$ cat src/rtl/rrb_pkg.sv
package rrb_pkg;

    // Input function codes.
    localparam logic FUNC_STORE = 1'b0;
    localparam logic FUNC_READ  = 1'b1;

    // Flow control modes.
    localparam logic FLOW_RTS     = 1'b0;
    localparam logic FLOW_XONXOFF = 1'b1;

    // Configuration register indexes.
    localparam int CFG_INDEX_W = 2;
    localparam int CFG_DATA_W  = 8;
    localparam logic [CFG_INDEX_W-1:0] CFG_FLOW_MODE  = 2'd0;
    localparam logic [CFG_INDEX_W-1:0] CFG_HIGH_WATER = 2'd1;

    // Reset values of the configuration registers.
    localparam logic       FLOW_MODE_RESET  = FLOW_RTS;
    localparam logic [7:0] HIGH_WATER_RESET = 8'd64;

    // Flow control characters.
    localparam logic [7:0] XON_CHAR  = 8'h11;
    localparam logic [7:0] XOFF_CHAR = 8'h13;

    // Controller states.
    typedef enum logic {
        S_IDLE,
        S_EXEC
    } state_t;

    // Commands from the controller to the datapath.
    typedef struct packed {
        logic accept;
        logic load_out;
    } rrb_cmd_t;

    // Status from the datapath to the controller.
    typedef struct packed {
        logic out_valid;
    } rrb_status_t;

endpackage

$ cat src/rtl/rrb_ctrl.sv
module rrb_ctrl (
    input  logic               clk,
    input  logic               rst_n,
    input  logic               in_valid,
    output logic               in_ready,
    input  logic               out_ready,
    input  rrb_pkg::rrb_status_t status,
    output rrb_pkg::rrb_cmd_t    cmd
);
    import rrb_pkg::*;

    state_t state_reg;
    state_t state_next;

    // State register.
    always_ff @(posedge clk or negedge rst_n)
    begin
        if (!rst_n)
        begin
            state_reg <= S_IDLE;
        end
        else
        begin
            state_reg <= state_next;
        end
    end

    // Next state and commands. A transaction is taken in idle; the result is
    // loaded once the output register is free or being emptied.
    always_comb
    begin
        state_next   = state_reg;
        in_ready     = 1'b0;
        cmd.accept   = 1'b0;
        cmd.load_out = 1'b0;
        unique case (state_reg)
            S_IDLE:
            begin
                in_ready   = 1'b1;
                cmd.accept = in_valid;
                if (in_valid)
                begin
                    state_next = S_EXEC;
                end
            end
            S_EXEC:
            begin
                if (!status.out_valid || out_ready)
                begin
                    cmd.load_out = 1'b1;
                    state_next   = S_IDLE;
                end
            end
            default:
            begin
                state_next = S_IDLE;
            end
        endcase
    end

endmodule

$ cat src/rtl/rrb_datapath.sv
module rrb_datapath #(
    parameter int DEPTH = 128
) (
    input  logic                                clk,
    input  logic                                rst_n,
    input  logic                                cfg_we,
    input  logic [rrb_pkg::CFG_INDEX_W-1:0]     cfg_index,
    input  logic [rrb_pkg::CFG_DATA_W-1:0]      cfg_data,
    input  logic                                func,
    input  logic [7:0]                          rx_byte,
    input  logic                                out_ready,
    input  rrb_pkg::rrb_cmd_t                   cmd,
    output rrb_pkg::rrb_status_t                status,
    output logic                                out_valid,
    output logic [7:0]                          read_data,
    output logic                                read_valid,
    output logic                                rx_dropped,
    output logic                                rts_level,
    output logic                                send_char_valid,
    output logic [7:0]                          send_char
);
    import rrb_pkg::*;

    localparam int PW   = (DEPTH > 1) ? $clog2(DEPTH) : 1;
    localparam int CW   = $clog2(DEPTH + 1);
    localparam int CMPW = (CW > 8) ? CW : 8;
    localparam logic [PW-1:0] PTR_LAST = PW'(DEPTH - 1);
    localparam logic [CW-1:0] FULL_CNT = CW'(DEPTH);

    // Configuration registers.
    logic       flow_mode_reg;
    logic [7:0] high_water_reg;

    // FIFO control state.
    logic [PW-1:0] wr_ptr_reg, wr_ptr_next;
    logic [PW-1:0] rd_ptr_reg, rd_ptr_next;
    logic [CW-1:0] fill_reg, fill_next;
    logic          paused_reg, paused_next;
    logic          rts_reg, rts_next;

    // Flags of the transaction in flight, waiting for the memory read.
    logic       pend_rd_valid_reg;
    logic       pend_dropped_reg;
    logic       pend_rts_reg;
    logic       pend_sc_valid_reg;
    logic [7:0] pend_sc_reg;
    logic       rd_valid_c, dropped_c, sc_valid_c;
    logic [7:0] sc_c;

    // Output register.
    logic       out_valid_reg;
    logic [7:0] out_data_reg;
    logic       out_rd_valid_reg;
    logic       out_dropped_reg;
    logic       out_rts_reg;
    logic       out_sc_valid_reg;
    logic [7:0] out_sc_reg;

    // Storage.
    logic [7:0] mem [DEPTH];
    logic [7:0] mem_q;
    logic       mem_we;
    logic       mem_re;

    logic store_op;
    logic read_op;
    logic above_mark;
    logic full;
    logic empty;

    assign store_op   = cmd.accept && (func == FUNC_STORE);
    assign read_op    = cmd.accept && (func == FUNC_READ);
    assign full       = (fill_reg == FULL_CNT);
    assign empty      = (fill_reg == '0);
    assign above_mark = CMPW'(fill_reg) > CMPW'(high_water_reg);
    assign mem_we     = store_op && !full;
    assign mem_re     = read_op && !empty;

    // Configuration writes; indexes beyond the list are ignored.
    always_ff @(posedge clk or negedge rst_n)
    begin
        if (!rst_n)
        begin
            flow_mode_reg  <= FLOW_MODE_RESET;
            high_water_reg <= HIGH_WATER_RESET;
        end
        else if (cfg_we)
        begin
            if (cfg_index == CFG_FLOW_MODE)
            begin
                flow_mode_reg <= cfg_data[0];
            end
            else if (cfg_index == CFG_HIGH_WATER)
            begin
                high_water_reg <= cfg_data;
            end
        end
    end

    // Pointer, fill count and flow control update for one transaction.
    always_comb
    begin
        wr_ptr_next = wr_ptr_reg;
        rd_ptr_next = rd_ptr_reg;
        fill_next   = fill_reg;
        paused_next = paused_reg;
        rts_next    = rts_reg;
        rd_valid_c  = 1'b0;
        dropped_c   = 1'b0;
        sc_valid_c  = 1'b0;
        sc_c        = 8'h00;
        if (store_op)
        begin
            if (above_mark)
            begin
                if (flow_mode_reg == FLOW_RTS)
                begin
                    rts_next = 1'b0;
                end
                else
                begin
                    sc_valid_c = 1'b1;
                    sc_c       = XOFF_CHAR;
                end
                paused_next = 1'b1;
            end
            if (!full)
            begin
                fill_next   = fill_reg + 1'b1;
                wr_ptr_next = (wr_ptr_reg == PTR_LAST) ? '0 : wr_ptr_reg + 1'b1;
            end
            else
            begin
                dropped_c = 1'b1;
            end
        end
        else if (read_op)
        begin
            if (!empty)
            begin
                rd_valid_c  = 1'b1;
                fill_next   = fill_reg - 1'b1;
                rd_ptr_next = (rd_ptr_reg == PTR_LAST) ? '0 : rd_ptr_reg + 1'b1;
            end
            else if (paused_reg)
            begin
                if (flow_mode_reg == FLOW_RTS)
                begin
                    rts_next = 1'b1;
                end
                else
                begin
                    sc_valid_c = 1'b1;
                    sc_c       = XON_CHAR;
                end
                paused_next = 1'b0;
            end
        end
    end

    // Control state registers.
    always_ff @(posedge clk or negedge rst_n)
    begin
        if (!rst_n)
        begin
            wr_ptr_reg <= '0;
            rd_ptr_reg <= '0;
            fill_reg   <= '0;
            paused_reg <= 1'b0;
            rts_reg    <= 1'b1;
        end
        else
        begin
            wr_ptr_reg <= wr_ptr_next;
            rd_ptr_reg <= rd_ptr_next;
            fill_reg   <= fill_next;
            paused_reg <= paused_next;
            rts_reg    <= rts_next;
        end
    end

    // Flags held while the memory read completes.
    always_ff @(posedge clk)
    begin
        if (cmd.accept)
        begin
            pend_rd_valid_reg <= rd_valid_c;
            pend_dropped_reg  <= dropped_c;
            pend_rts_reg      <= rts_next;
            pend_sc_valid_reg <= sc_valid_c;
            pend_sc_reg       <= sc_c;
        end
    end

    // Byte storage with a registered read port.
    always_ff @(posedge clk)
    begin
        if (mem_we)
        begin
            mem[wr_ptr_reg] <= rx_byte;
        end
        if (mem_re)
        begin
            mem_q <= mem[rd_ptr_reg];
        end
    end

    // Output register valid flag.
    always_ff @(posedge clk or negedge rst_n)
    begin
        if (!rst_n)
        begin
            out_valid_reg <= 1'b0;
        end
        else if (cmd.load_out)
        begin
            out_valid_reg <= 1'b1;
        end
        else if (out_ready)
        begin
            out_valid_reg <= 1'b0;
        end
    end

    // Output register payload.
    always_ff @(posedge clk)
    begin
        if (cmd.load_out)
        begin
            out_data_reg     <= pend_rd_valid_reg ? mem_q : 8'h00;
            out_rd_valid_reg <= pend_rd_valid_reg;
            out_dropped_reg  <= pend_dropped_reg;
            out_rts_reg      <= pend_rts_reg;
            out_sc_valid_reg <= pend_sc_valid_reg;
            out_sc_reg       <= pend_sc_reg;
        end
    end

    assign status.out_valid = out_valid_reg;
    assign out_valid        = out_valid_reg;
    assign read_data        = out_data_reg;
    assign read_valid       = out_rd_valid_reg;
    assign rx_dropped       = out_dropped_reg;
    assign rts_level        = out_rts_reg;
    assign send_char_valid  = out_sc_valid_reg;
    assign send_char        = out_sc_reg;

    // The fill count never passes the depth.
    a_fill_bound: assert property (@(posedge clk) disable iff (!rst_n)
        fill_reg <= FULL_CNT)
        else $error("fill count above depth");

    // An empty FIFO has both pointers at the same entry.
    a_empty_ptrs: assert property (@(posedge clk) disable iff (!rst_n)
        (fill_reg == '0) |-> (wr_ptr_reg == rd_ptr_reg))
        else $error("pointers differ while empty");

    // A presented result with no popped byte carries zero data.
    a_zero_data: assert property (@(posedge clk) disable iff (!rst_n)
        (out_valid_reg && !out_rd_valid_reg) |-> (out_data_reg == 8'h00))
        else $error("read data not zero without a pop");

    // A flow character is XON or XOFF, and zero when none is sent.
    a_flow_char: assert property (@(posedge clk) disable iff (!rst_n)
        out_valid_reg |-> (out_sc_valid_reg ?
            (out_sc_reg == XON_CHAR || out_sc_reg == XOFF_CHAR) :
            (out_sc_reg == 8'h00)))
        else $error("bad flow character");

endmodule

$ cat src/rtl/rx_ring_buffer_flow_control_top.sv
// Receive FIFO of DEPTH bytes with sender flow control. Each input transaction
// either stores rx_byte (func 0) or pops the oldest byte (func 1), and yields
// exactly one result transaction. When a byte arrives while the fill count is
// above high_water, the sender is paused by dropping RTS (flow_mode 0) or by
// sending XOFF with that byte's result (flow_mode 1); a read of an empty FIFO
// while paused resumes it by raising RTS or sending XON. A byte that arrives
// while the FIFO is full is dropped and flagged. A transaction is accepted in
// idle, which updates pointers and flags and issues the single memory access;
// the registered memory read is then loaded into the output register once it
// is free or being emptied. The output register lets the next transaction be
// accepted while a result waits to be taken. Configuration is to be written
// through cfg_we, cfg_index and cfg_data only while idle (not enforced).
module rx_ring_buffer_flow_control_top #(
    parameter int DEPTH = 128
) (
    input  logic                            clk,
    input  logic                            rst_n,
    input  logic                            cfg_we,
    input  logic [rrb_pkg::CFG_INDEX_W-1:0] cfg_index,
    input  logic [rrb_pkg::CFG_DATA_W-1:0]  cfg_data,
    input  logic                            in_valid,
    output logic                            in_ready,
    input  logic                            func,
    input  logic [7:0]                      rx_byte,
    output logic                            out_valid,
    input  logic                            out_ready,
    output logic [7:0]                      read_data,
    output logic                            read_valid,
    output logic                            rx_dropped,
    output logic                            rts_level,
    output logic                            send_char_valid,
    output logic [7:0]                      send_char
);
    import rrb_pkg::*;

    rrb_cmd_t    cmd;
    rrb_status_t status;

    // Sequencer.
    rrb_ctrl u_ctrl (
        .clk       (clk),
        .rst_n     (rst_n),
        .in_valid  (in_valid),
        .in_ready  (in_ready),
        .out_ready (out_ready),
        .status    (status),
        .cmd       (cmd)
    );

    // Storage, pointers, flow control and output register.
    rrb_datapath #(
        .DEPTH (DEPTH)
    ) u_datapath (
        .clk             (clk),
        .rst_n           (rst_n),
        .cfg_we          (cfg_we),
        .cfg_index       (cfg_index),
        .cfg_data        (cfg_data),
        .func            (func),
        .rx_byte         (rx_byte),
        .out_ready       (out_ready),
        .cmd             (cmd),
        .status          (status),
        .out_valid       (out_valid),
        .read_data       (read_data),
        .read_valid      (read_valid),
        .rx_dropped      (rx_dropped),
        .rts_level       (rts_level),
        .send_char_valid (send_char_valid),
        .send_char       (send_char)
    );

endmodule
$ cat config.mk
export PLATFORM = sky130hd
export DESIGN_NAME = rx_ring_buffer_flow_control_top
export DESIGN_NICKNAME = d
export VERILOG_FILES = /design/src/rtl/rrb_pkg.sv /design/src/rtl/rrb_ctrl.sv /design/src/rtl/rrb_datapath.sv /design/src/rtl/rx_ring_buffer_flow_control_top.sv
export SDC_FILE = /design/constraint.sdc
export NUM_CORES = 1
export LEC_CHECK = 0
export ABC_AREA = 0
export BUFFER_PORTS_ARGS = -buffer_cell sky130_fd_sc_hd__buf_2
export CAP_MARGIN = 10
export CELL_PAD_IN_SITES_DETAIL_PLACEMENT = 0
export CELL_PAD_IN_SITES_GLOBAL_PLACEMENT = 1
export CORE_MARGIN = 2
export CORE_UTILIZATION = 55
export DETAILED_ROUTE_END_ITERATION = 10
export GPL_ROUTABILITY_DRIVEN = 1
export PLACE_DENSITY_LB_ADDON = 0.1
export SLEW_MARGIN = 25
export SYNTH_ARGS = -nofsm -noshare
export SYNTH_HDL_FRONTEND = slang
export SYNTH_SLANG_ARGS = --single-unit
$ cat constraint.sdc
create_clock -name clk -period 6.03 [get_ports clk]
set_input_delay 0.3015 -clock clk [delete_from_list [all_inputs] [get_ports clk]]
set_output_delay 0.3015 -clock clk [all_outputs]
set_load 0.01 [all_outputs]
==> flow_summary.ini, run 1 <==
[clock_tree]
clk_latency_ps = 670
cts_num_sinks = 1085
cts_tree = done
cts.path.max_buffers = 3
cts-buffers-inserted = 108
path_clk_slew_ps = 60
cts_root_buf = clkbuf_16
htreeDepth = 3

[worst_setup_path]
crit_required_ps = 6560
path_class = reg2reg
r2r_start = u_datapath.rd_ptr_reg[2]
worstSetupPathDepth = 7
reg2reg_depth = 7
crit_path_end_kind = register
crit_chain = and2_1 -> buf_4 -> nand2_1 -> o221ai_1 -> a211oi_1 -> a211oi_1 -> o22a_1
cpMaxStageDelayCell = a211oi_1
crit_arrival_ps = 5370
max_stage_delay_ps = 1010
regToRegSetupSlack_ps = 1190
startpoint_type = register
crit_family = compound AO/OA/AOI/OAI gates
rr_endpoint = u_datapath.mem_q[0]
worstPathMaxFanout = 19
critPathBufInv = 1
crit_top_cell = a211oi_1

[placement]
dp_cells = 3134
io_buffers = 40
placed_cell_area_um2 = 43700
dp_hpwl_mm = 61.8
gp_congestion = 0.852

[sta]
setup_viol = 0
slew_headroom_pct = 20.2
period_minus_slack_ps = 4840
finalClockSkew_ps = 31.8
hold_viol_final = 0
tightest_slew_ps = 1190
min_period_over_period_pct = 80.3
fin_hold_ws_ps = 50.8
fmax_ghz = 0.206
tns_ps = 0
rsz0062_at_grt = false
slew_viol_final = 0

[routing]
first_pass_iters = 5
route.detailed.drc = 0
drt_wl_total_mm = 102
antenna_left = 0
vias = 21100
vias_per_cell = 6.33
wire_per_inst_um = 30.4
detail_route.iter0.violations = 2214

[floorplanning]
die_y_um = 282
coreArea_um2 = 76200
ios = 46
start_util_pct = 55.7
dieWidth_um = 282
fp-row-count = 101
die_area_um2 = 79400

[logic_synthesis]
synth_flop_cell = edfxtp_1
synth.avg_cell_area_um2 = 19.9
ys_warn_count = 0
synth_cells = 2138
synth_area_um2 = 42500
synth_cell_types = 57
synth_edf_count = 1050
ys_seq_elements = 1085
async_reset_ff_share_pct = 3.23
yosysSeqAreaShare_pct = 76.3

[cells_and_area]
largest-register = u_datapath.mem
nets = 2267
area_growth_pct = 11.4
fillers = 5332
regArea_um2 = 32400
final_area_um2 = 47300
final_cell_mix = 1050 x edfxtp_1, 191 x mux4_2, 155 x nor2_1
drive_above_1_share_pct = 19.5
layout.cells.non_filler = 3340
largest_reg_flops = 1024
layout_commonest_cell = edfxtp_1
antenna_cells = 0
multiInputGateArea_um2 = 9340

[pwr]
powerDensity_nw_per_um2 = 430
p_leak_nw = 15.2
irDropWorstVdd_v = 0.000328

[global_routing]
overflow = 0
antenna_found_initial = 4
grt_pass1_vias = 21200
grt_pass1_wl_mm = 148
grtUsageTotal_pct = 26.3
grt_max_degree = 78

[hold_path]
whs_path_depth = 3
min_from = func
min_to = u_datapath.paused_reg
min_path_type = in2reg

[run]
maxCapViolCount = 0

[run_status]
status = finished clean
-- tightest hold or removal path, cell delays in order --
cell and delay (ps):
buf_2 120, nand3_1 120, a21o_1 120
-- report_power, final --
group	internal (mW)	leakage (nW)	total, mW	switching (mW)
registers	8.44	9.87	8.74	0.302
logic	2.13	3.59	5.03	2.90
clock network	3.83	1.69	6.57	2.74
-- worst max path at each step --
| stage | from | end | slack (ps) |
|---|---|---|---|
| floorplan | u_ctrl.state_reg | u_datapath.mem[107][0] | 3450 |
| global placement | u_datapath.rd_ptr_reg[2] | u_datapath.mem_q[0] | 1440 |
| detailed placement | u_datapath.rd_ptr_reg[2] | u_datapath.mem_q[0] | 1490 |
| CTS | u_datapath.rd_ptr_reg[2] | u_datapath.mem_q[4] | 1450 |
| global route | u_datapath.rd_ptr_reg[2] | u_datapath.mem_q[0] | 1190 |
| finish | u_datapath.rd_ptr_reg[2] | u_datapath.mem_q[0] | 1190 |
-- cell usage after synthesis (all sizes together), types with 7 or more instances --
cell type	n	area [um2]
o21ai	23	115
nand3	27	135
ha	16	200
dfrtp	33	826
a22o	27	236
a31oi	8	50.1
a221oi	10	87.6
edfxtp	1050	31500
nor2b	14	90.1
inv	16	60.1
mux4	191	4300
o22ai	16	100
nor2	157	589
mux2i	142	1420
mux2	11	124
buf	68	492
clkbuf	52	195
o32a	7	70.1
a22oi	45	338
o221ai	18	158
xnor2	10	87.6
nand2	52	195
a211oi	48	360
a21oi	27	135
and2	13	81.3
-- final cells by class --
type	count	area share [%]
inverters	16	0.127
multi-input cells	921	19.8
well taps	1030	2.73
clock buffers	139	6.18
clock inverters	55	1.13
repair buffers	94	1.55
flip-flops and latches	1085	68.5
-- stage by stage --
step,util (%),worst slack (ps),power [mW]
2_1_floorplan,-,3450,12.3
3_3_place_gp,57.3,1440,13.9
3_5_place_dp,57.4,1490,13.9
4_1_cts,62.1,1450,20.5
5_1_grt,62.1,1190,21.0
6_report,62.1,1190,20.3
-- what timing repair did --
action	in CTS	in global routing
hold endpoints to repair	44	0
hold buffers	12	0
gates resized for setup	0	0
setup buffers	0	0
-- layer usage --
layer / wire, um / global-route usage (%) / vias to the layer above
met5: 38 / 0 / -
met4: 2690 / 7.97 / 6
met3: 8330 / 5.41 / 144
met2: 49200 / 41.8 / 951
met1: 41400 / 37.2 / 11100
li1: - / - / 8950
-- kinds of logic (layout without fill, tap and decap cells) --
group / Yosys count / after routing / synth area share, %
adders and majority gates: 17 / 17 / 0.519
and+or+nand+nor: 284 / 284 / 2.91
DFF: 1085 / 1085 / 76.3
muxes: 344 / 344 / 13.8
xor gates and xnor gates: 16 / 16 / 0.330
AOI/OAI and AO/OA: 255 / 255 / 4.37
buffers and inverters: 136 / 304 / 1.76
other: 1 / 5 / 0.00883
Note: power is estimated with default switching activity, not from simulation.
==> run 2: changes to the inputs <==
==> constraint.sdc (replaced) <==
create_clock -name clk -period 5.01 [get_ports clk]
set_input_delay 0.2505 -clock clk [delete_from_list [all_inputs] [get_ports clk]]
set_output_delay 0.2505 -clock clk [all_outputs]
set_load 0.01 [all_outputs]
==> run 2 against run 1 <==
Flip-flop and latch count stayed put; count of clock-buffer cells in the layout is 6 lower; routed wire length is 0.82% lower; largest cell class unchanged.
==> flow_summary.ini, run 2 (same netlist as run 1, synthesis figures left out) <==
[clock_tree]
cts_tree = done
clk_latency_ps = 660
path_clk_slew_ps = 60
cts_num_sinks = 1085
htreeDepth = 3
cts.path.max_buffers = 3
cts_root_buf = clkbuf_16
cts-buffers-inserted = 107
cts_resized = 0

[sta]
setup_viol = 0
min_period_over_period_pct = 77.7
rsz0062_at_grt = false
tightest_slew_ps = 1090
fmax_ghz = 0.257
slew_headroom_pct = 27.3
slew_viol_final = 0
hold_viol_final = 0
period_minus_slack_ps = 3890
tns_ps = 0
finalClockSkew_ps = 23.6

[routing]
detail_route.iter0.violations = 2261
first_pass_iters = 5
vias_per_cell = 6.27
route.detailed.drc = 0
drt_wl_total_mm = 101
wire_per_inst_um = 30.1
antenna_left = 0
vias = 21000

[cells_and_area]
multiInputGateArea_um2 = 9350
fillers = 5320
post-route-util_pct = 62.4
regArea_um2 = 32400
drive_above_1_share_pct = 19.7
largest-register = u_datapath.mem
largest_reg_flops = 1024
antenna_cells = 0
layout_commonest_cell = edfxtp_1
area_growth_pct = 11.9
nets = 2272
final_cell_mix = 1050 x edfxtp_1, 191 x mux4_2, 154 x nor2_1

[pwr]
powerDensity_nw_per_um2 = 523
power_mw = 24.8
irDropWorstVdd_v = 0.000312
p_leak_nw = 15.3

[worst_setup_path]
worstPathMaxFanout = 12
reg2reg_depth = 8
path_class = reg2reg
crit_path_end_kind = register
crit_required_ps = 5290
startpoint_type = register
crit_arrival_ps = 4170

[placement]
io_buffers = 40
gp_congestion = 0.859
dp_hpwl_mm = 62.0

[run]
maxCapViolCount = 0

[floorplanning]
die_y_um = 282
fp-row-count = 101
die_area_um2 = 79400
start_util_pct = 55.7
coreArea_um2 = 76200
dieWidth_um = 282
ios = 46

[global_routing]
grt_pass1_vias = 21400
grt_max_degree = 88
overflow = 0
antenna_found_initial = 6
grt_pass1_wl_mm = 147
grtUsageTotal_pct = 26.0

[run_status]
status = finished clean

[hold_path]
whs_path_depth = 2
min_path_type = in2reg
## run 2: cell count changes in the layout (fill, tap and decap cells not counted), sizes merged
cell,previous run,this run
buf,82,87
bufinv,10,18
clkbuf,139,133
clkinv,38,45
clkinvlp,6,2
dlygate4sd3,12,13
inv,17,16
## run 2: what timing repair did
item	in CTS	in global routing
hold endpoints to repair	45	0
setup buffers	0	0
hold buffers	13	0
setup endpoints to repair	0	0
## run 2: final cells by class
| type | count | area share (%) |
|---|---|---|
| clock buffers | 133 | 6.11 |
| clock inverters | 65 | 1.58 |
| inverters | 16 | 0.126 |
| multi-input cells | 921 | 19.7 |
| flip-flops and latches | 1085 | 68.2 |
| well taps | 1030 | 2.71 |
| repair buffers | 100 | 1.61 |
## run 2: through the flow
step | setup slack (ps) | area, um2 | instances | hold WS [ps]
2_1_floorplan | 2430 | 42500 | 2142 | -45.1
5_1_grt | 931 | 47500 | 3350 | 82.0
3_5_place_dp | 1120 | 43700 | 3139 | 407
6_report | 1120 | 47500 | 3350 | 80.9
4_1_cts | 1090 | 47500 | 3350 | 51.9
3_3_place_gp | 888 | 43700 | 3139 | 408
## run 2: worst paths after layout
check                      slack (ps)                          end               startpoint
min in group asynchronous         270         u_datapath.out_valid                    rst_n
max                              1120       u_datapath.mem[111][2]         u_ctrl.state_reg
max reg2reg                      1120       u_datapath.mem[111][2]         u_ctrl.state_reg
min reg2reg                       420         u_datapath.rts_level  u_datapath.pend_rts_reg
max in group asynchronous        4070     u_datapath.rd_ptr_reg[1]                    rst_n
min                                80  u_datapath.pend_dropped_reg                 in_valid
## run 2: per-layer routing
layer  track usage, %  part of all wire [%]  vias up
li1                 -                     -     8954
met1             35.6                    40    11000
met2             41.1                    48      818
met3             6.02                   7.8      191
met4             9.45                   3.4       10
met5            0.977                  0.13        -
## run 2: worst max-delay path: stages (launching register included)
cell and delay [ps]:
dfrtp_1 390, nor2b_2 340, and2b_1 280, inv_2 130
a31oi_1 170, buf_4 240, nand4_2 790, buf_4 510
nor2_1 650
## run 2: power by group
| part | internal [mW] | switching [mW] |
|---|---|---|
| combinational | 2.56 | 3.41 |
| clock | 5.01 | 3.32 |
| sequential | 10.2 | 0.367 |
| total | 17.7 | 7.10 |
